**config.mk**
```make
export PLATFORM = sky130hd
export DESIGN_NAME = isp_rem
export DESIGN_NICKNAME = d
export VERILOG_FILES = /design/src/hw/rtl/isp_pkg.sv /design/src/hw/rtl/isp_rem.sv
export SDC_FILE = /design/constraint.sdc
export NUM_CORES = 1
export LEC_CHECK = 0
export ABC_AREA = 1
export BUFFER_PORTS_ARGS = -buffer_cell sky130_fd_sc_hd__buf_2
export CELL_PAD_IN_SITES_DETAIL_PLACEMENT = 0
export CELL_PAD_IN_SITES_GLOBAL_PLACEMENT = 1
export CORE_ASPECT_RATIO = 2
export CORE_MARGIN = 8
export CORE_UTILIZATION = 32
export CTS_CLUSTER_SIZE = 30
export DETAILED_ROUTE_END_ITERATION = 6
export GPL_TIMING_DRIVEN = 0
export PLACE_DENSITY = 0.66
export SLEW_MARGIN = 20
export SYNTH_ARGS = -nofsm -noshare
export SYNTH_HDL_FRONTEND = slang
export SYNTH_SLANG_ARGS = --single-unit
export TNS_END_PERCENT = 20
```
**constraint.sdc**
```tcl
create_clock -name clk -period 3.1 [get_ports clk]
set_clock_uncertainty 0.2 [all_clocks]
set_input_delay 0.155 -clock clk [delete_from_list [all_inputs] [get_ports clk]]
set_output_delay 0.155 -clock clk [all_outputs]
set_load 0.02 [all_outputs]
```
**src/hw/rtl/isp_pkg.sv**
```systemverilog
// Shared constants and types for the interpolating sample player.
// No dependencies; every other file in this block except isp_ram imports this package.

package isp_pkg;

  localparam int SAMPLE_DEPTH = 65536;
  localparam int SAMPLE_AW    = $clog2(SAMPLE_DEPTH);

  localparam int SMP_W     = 16;
  localparam int LEN_W     = 17;
  localparam int SPEED_W   = 20;
  localparam int AMP_W     = 15;
  localparam int START_W   = 16;
  localparam int FRAC_W    = 16;
  localparam int POS_W     = 34;
  localparam int SPAN_W    = LEN_W + FRAC_W;
  localparam int IDX_W     = POS_W - FRAC_W;
  localparam int OP_W      = 2;
  localparam int ADDR_W    = 16;
  localparam int CFG_IDX_W = 3;
  localparam int CFG_DAT_W = 20;

  localparam logic [OP_W-1:0] OP_LOAD    = 2'd0;
  localparam logic [OP_W-1:0] OP_TICK    = 2'd1;
  localparam logic [OP_W-1:0] OP_RETRIG  = 2'd2;

  localparam logic [CFG_IDX_W-1:0] REG_LENGTH = 3'd0;
  localparam logic [CFG_IDX_W-1:0] REG_SPEED  = 3'd1;
  localparam logic [CFG_IDX_W-1:0] REG_AMP    = 3'd2;
  localparam logic [CFG_IDX_W-1:0] REG_START  = 3'd3;
  localparam logic [CFG_IDX_W-1:0] REG_DIR    = 3'd4;

  typedef logic [POS_W-1:0]  pos_t;
  typedef logic [SPAN_W-1:0] span_t;

  // Handshake between the sequencer and the remainder unit.
  typedef struct packed {
    logic start;
    pos_t dividend;
    span_t divisor;
  } rem_req_t;

  typedef struct packed {
    logic  done;
    span_t rem;
  } rem_rsp_t;

endpackage

```
**src/hw/rtl/isp_rem.sv**
```systemverilog
// Bit-serial restoring remainder unit: position modulo the sample span.
// Depends on isp_pkg; one quotient bit is resolved per cycle.

module isp_rem import isp_pkg::*; (
  input  logic     clk,
  input  logic     rst_n,
  input  rem_req_t req,
  output rem_rsp_t rsp
);

  localparam int CNT_W = $clog2(POS_W);

  logic             busy_r;
  logic             done_r;
  logic [CNT_W-1:0] cnt_r;
  pos_t             x_r;
  span_t            r_r;
  logic [SPAN_W:0]  trial;
  logic             fits;
  span_t            r_nxt;

  // The caller must hold the divisor steady for the whole run; this unit does not enforce it.
  always_comb begin
    trial = {r_r, x_r[POS_W-1]};
    fits  = trial >= {1'b0, req.divisor};
    r_nxt = fits ? SPAN_W'(trial - {1'b0, req.divisor}) : trial[SPAN_W-1:0];
  end

  always_ff @(posedge clk) begin
    if (!rst_n) begin
      busy_r <= 1'b0;
      done_r <= 1'b0;
    end else begin
      done_r <= 1'b0;
      if (req.start) begin
        busy_r <= 1'b1;
      end else if (busy_r && cnt_r == CNT_W'(POS_W - 1)) begin
        busy_r <= 1'b0;
        done_r <= 1'b1;
      end
    end
  end

  always_ff @(posedge clk) begin
    if (req.start) begin
      cnt_r <= '0;
      x_r   <= req.dividend;
      r_r   <= '0;
    end else if (busy_r) begin
      cnt_r <= cnt_r + 1'b1;
      x_r   <= {x_r[POS_W-2:0], 1'b0};
      r_r   <= r_nxt;
    end
  end

  assign rsp.done = done_r;
  assign rsp.rem  = r_r;

endmodule

```
==> flow_summary.ini <==
[run_status]
outcome = complete, no violations

[synth]
seq_area_frac_synth_pct = 29.8
synth_top_cell_by_area = nand2_1
synth_nets = 1114
ys_ff_latch = 75
netlist.area_leader.share_pct = 26.3
ys_top_cells_by_area = nand2_1 26%, edfxtp_1 17%, dfxtp_1 13%, inv_1 11%, ha_1 7.1%
synth_warnings = 0
synth.avg_cell_area_um2 = 6.12
synth_area_mm2 = 0.00617
syn_inst = 1008
synth_cell_type_count = 35

[place]
port_buffers = 103
dp_hpwl_mm = 16.1
gp_congestion = 0.908
place_area_mm2 = 0.00704
dp_slack_ns = 0.381

[die]
ios = 104
fp.coreArea_mm2 = 0.0191
fp.dieH_um = 212
design.die.area_mm2 = 0.0243
start_util_pct = 32.3
rows = 72
die_w_um = 114

[sta]
layout_min_cycle_time_ns = 2.68
fin_setup_tns_ns = 0
finalHoldViolCount = 0
slew_violations = 0
timing.fmax_mhz = 373
worstMarginPinSlew_ns = 0.789
layout_setup_ws_ns = 0.416
setup_viol = 0
fin_hold_ws_ns = 0.0551
fin_crit_sh_pct = 86.6
slew_headroom_pct = 47.2
grt_setup_unrepaired = false

[worst_setup_path]
crit_path_end_kind = register
path_max_fanout = 10
worstPathArrival_ns = 2.70
path_common_cell = nand3_1
start_kind = register
ff2ff_setup_slack_ns = 0.42
cpMaxStageDelayCell = fa_1
max_stage_delay_ns = 0.46
crit_type = reg -> reg
reg2reg_to = r_r[4]
required_ns = 3.12
worstRegToRegCells = 13
crit_chain = inv_1, ha_1, inv_1, fa_1, nand3_1, nand3_2, nand2_2, nand2_2, nand2_4, buf_2, nand3_1, nand3_1, o21ai_1
r2r_start = x_r[33]

[clocking]
root_buffer = clkbuf_16
clock_latency_ns = 0.36
ctsResizeCount = 0
postCtsHoldBufs = 35
cts_htree_levels = 3
clock_sinks = 75
cts_made_buffers = 9
clk_pin_slew_ns = 0.06
clock_path_buffers = 2
post-cts-setup-buffers = 0
tritoncts = done

[drt]
vias = 6283
drt_iter0_markers = 304
route.detailed.drc = 0
vias_per_cell = 4.42
wl_per_cell_um = 14.3
drt-pass1-iter-count = 5
wl_mm = 20.3
antenna_left = 0

[global_route]
grt_pass1_vias = 6392
grt_pass1_wl_mm = 32.5
grt_overflow = 0
antenna_found_initial = 0
grt_max_degree = 25
grt_usage_pct = 17.3

[min_path]
hold_path.startpoint = req[67]
hp-class = in -> reg
min_path_cells = 4
holdPathEnd = r_r[11]

[pwr]
finalPower_w = 0.00264
vdd_drop_max_mv = 0.242
powerDensity_mw_per_mm2 = 343
leakage_nw = 4.39

[final_layout]
synthToLayoutAreaGrowth_pct = 24.9
n_antenna_cell = 0
layout.nets = 1264
drive_above_1_share_pct = 13.2
fin_area_mm2 = 0.00771
num-fill-cells = 2196

[flow_run]
drv_cap = 0
## sequential cells by signal, summed over array words and instances (netlist names)
name and cells:
cnt_r 6, r_r 33, busy_r 1, done_r 1, x_r 34
## area by class of cell
type	count	area, µm²	area share [%]
inverters	192	721	9.35
plain buffers	23	133	1.72
clock inverters	6	91.3	1.19
flip-flops and latches	75	1840	23.9
repair buffers	139	893	11.6
well taps	259	324	4.20
clock buffers	9	225	2.92
multi-input cells	718	3480	45.1
## stage by stage
| step | util [%] | std cells |
|---|---|---|
| after floorplan | - | 1008 |
| after global placement | 36.7 | 1370 |
| after detailed placement | 36.9 | 1371 |
| after CTS | 40.4 | 1421 |
| after global routing | 40.4 | 1421 |
| final | 40.4 | 1421 |
## worst max-delay path by stage
stage / from / end / slack [ns] / cells after the start
3_5_place_dp: x_r[33] / r_r[17] / 0.38 / 13
5_1_grt: x_r[33] / r_r[17] / 0.24 / 13
3_3_place_gp: busy_r / x_r[16] / -0.15 / 3
2_1_floorplan: busy_r / x_r[0] / 0.74 / 3
6_report: x_r[33] / r_r[4] / 0.42 / 13
4_1_cts: x_r[33] / r_r[17] / 0.38 / 13
## power by group
group | switching (W) | leakage [nW] | internal [W] | total, W
registers | 0.0000187 | 0.680 | 0.00110 | 0.00111
logic | 0.000210 | 3.56 | 0.000147 | 0.000357
clock network | 0.000468 | 0.155 | 0.000704 | 0.00117
## logic make-up (layout without fill, tap and decap cells)
logic type	count (synthesis)	count (layout)	share of synthesized area [%]
and+or+nand+nor	620	620	42.7
buffers and inverters	215	369	13.8
DFF	75	75	29.8
AOI/OAI and AO/OA	47	47	4.12
adders and majority gates	36	36	7.42
xor gates and xnor gates	15	15	2.13
## critical path: cells and delay by family (launching register included)
family                     cells  cell delay, ns
AOI/OAI and AO/OA              1            0.08
and+or+nand+nor                7            0.84
DFF                            1            0.36
buffers and inverters          3            0.47
adders and majority gates      2            0.61
## metal layers
| metal | track usage [%] | up-vias | wire length (µm) |
|---|---|---|---|
| li1 | - | 3387 | - |
| met1 | 20.3 | 2756 | 8920 |
| met2 | 30.1 | 116 | 10000 |
| met3 | 3.21 | 24 | 848 |
| met4 | 7.17 | 0 | 510 |
| met5 | 0 | - | 0 |
## cell usage after synthesis, drive strengths merged
library cell and number:
nand2 443, inv 192, nand3 86, nor2 49, dfxtp 41, ha 35, edfxtp 34, a21oi 23
o21ai 16, nand3b 15, xnor2 14, clkbuf 12, buf 11, nor3 10, nand4 8, o21bai 6
and2 5, nor4 3, fa 1, nor3b 1, o211ai 1, o22ai 1, xor2 1
## cell usage in the layout (no fill, tap or decap), types with 8 or more instances in the layout
cell	Yosys	layout
a21oi_1	23	23
nand2_1	432	432
edfxtp_1	34	34
dfxtp_1	41	41
dlygate4sd3_1	0	35
nand3b_1	15	15
nand2_2	9	9
clkbuf_1	12	11
buf_2	3	106
nand3_1	85	85
ha_1	35	35
o21ai_0	8	8
inv_1	189	189
nor3_1	9	9
nand4_1	8	8
nor2_1	43	43
xnor2_1	14	14
clkbuf_16	0	9
o21ai_1	8	8
No activity file was read; power rests on OpenSTA's default activity.
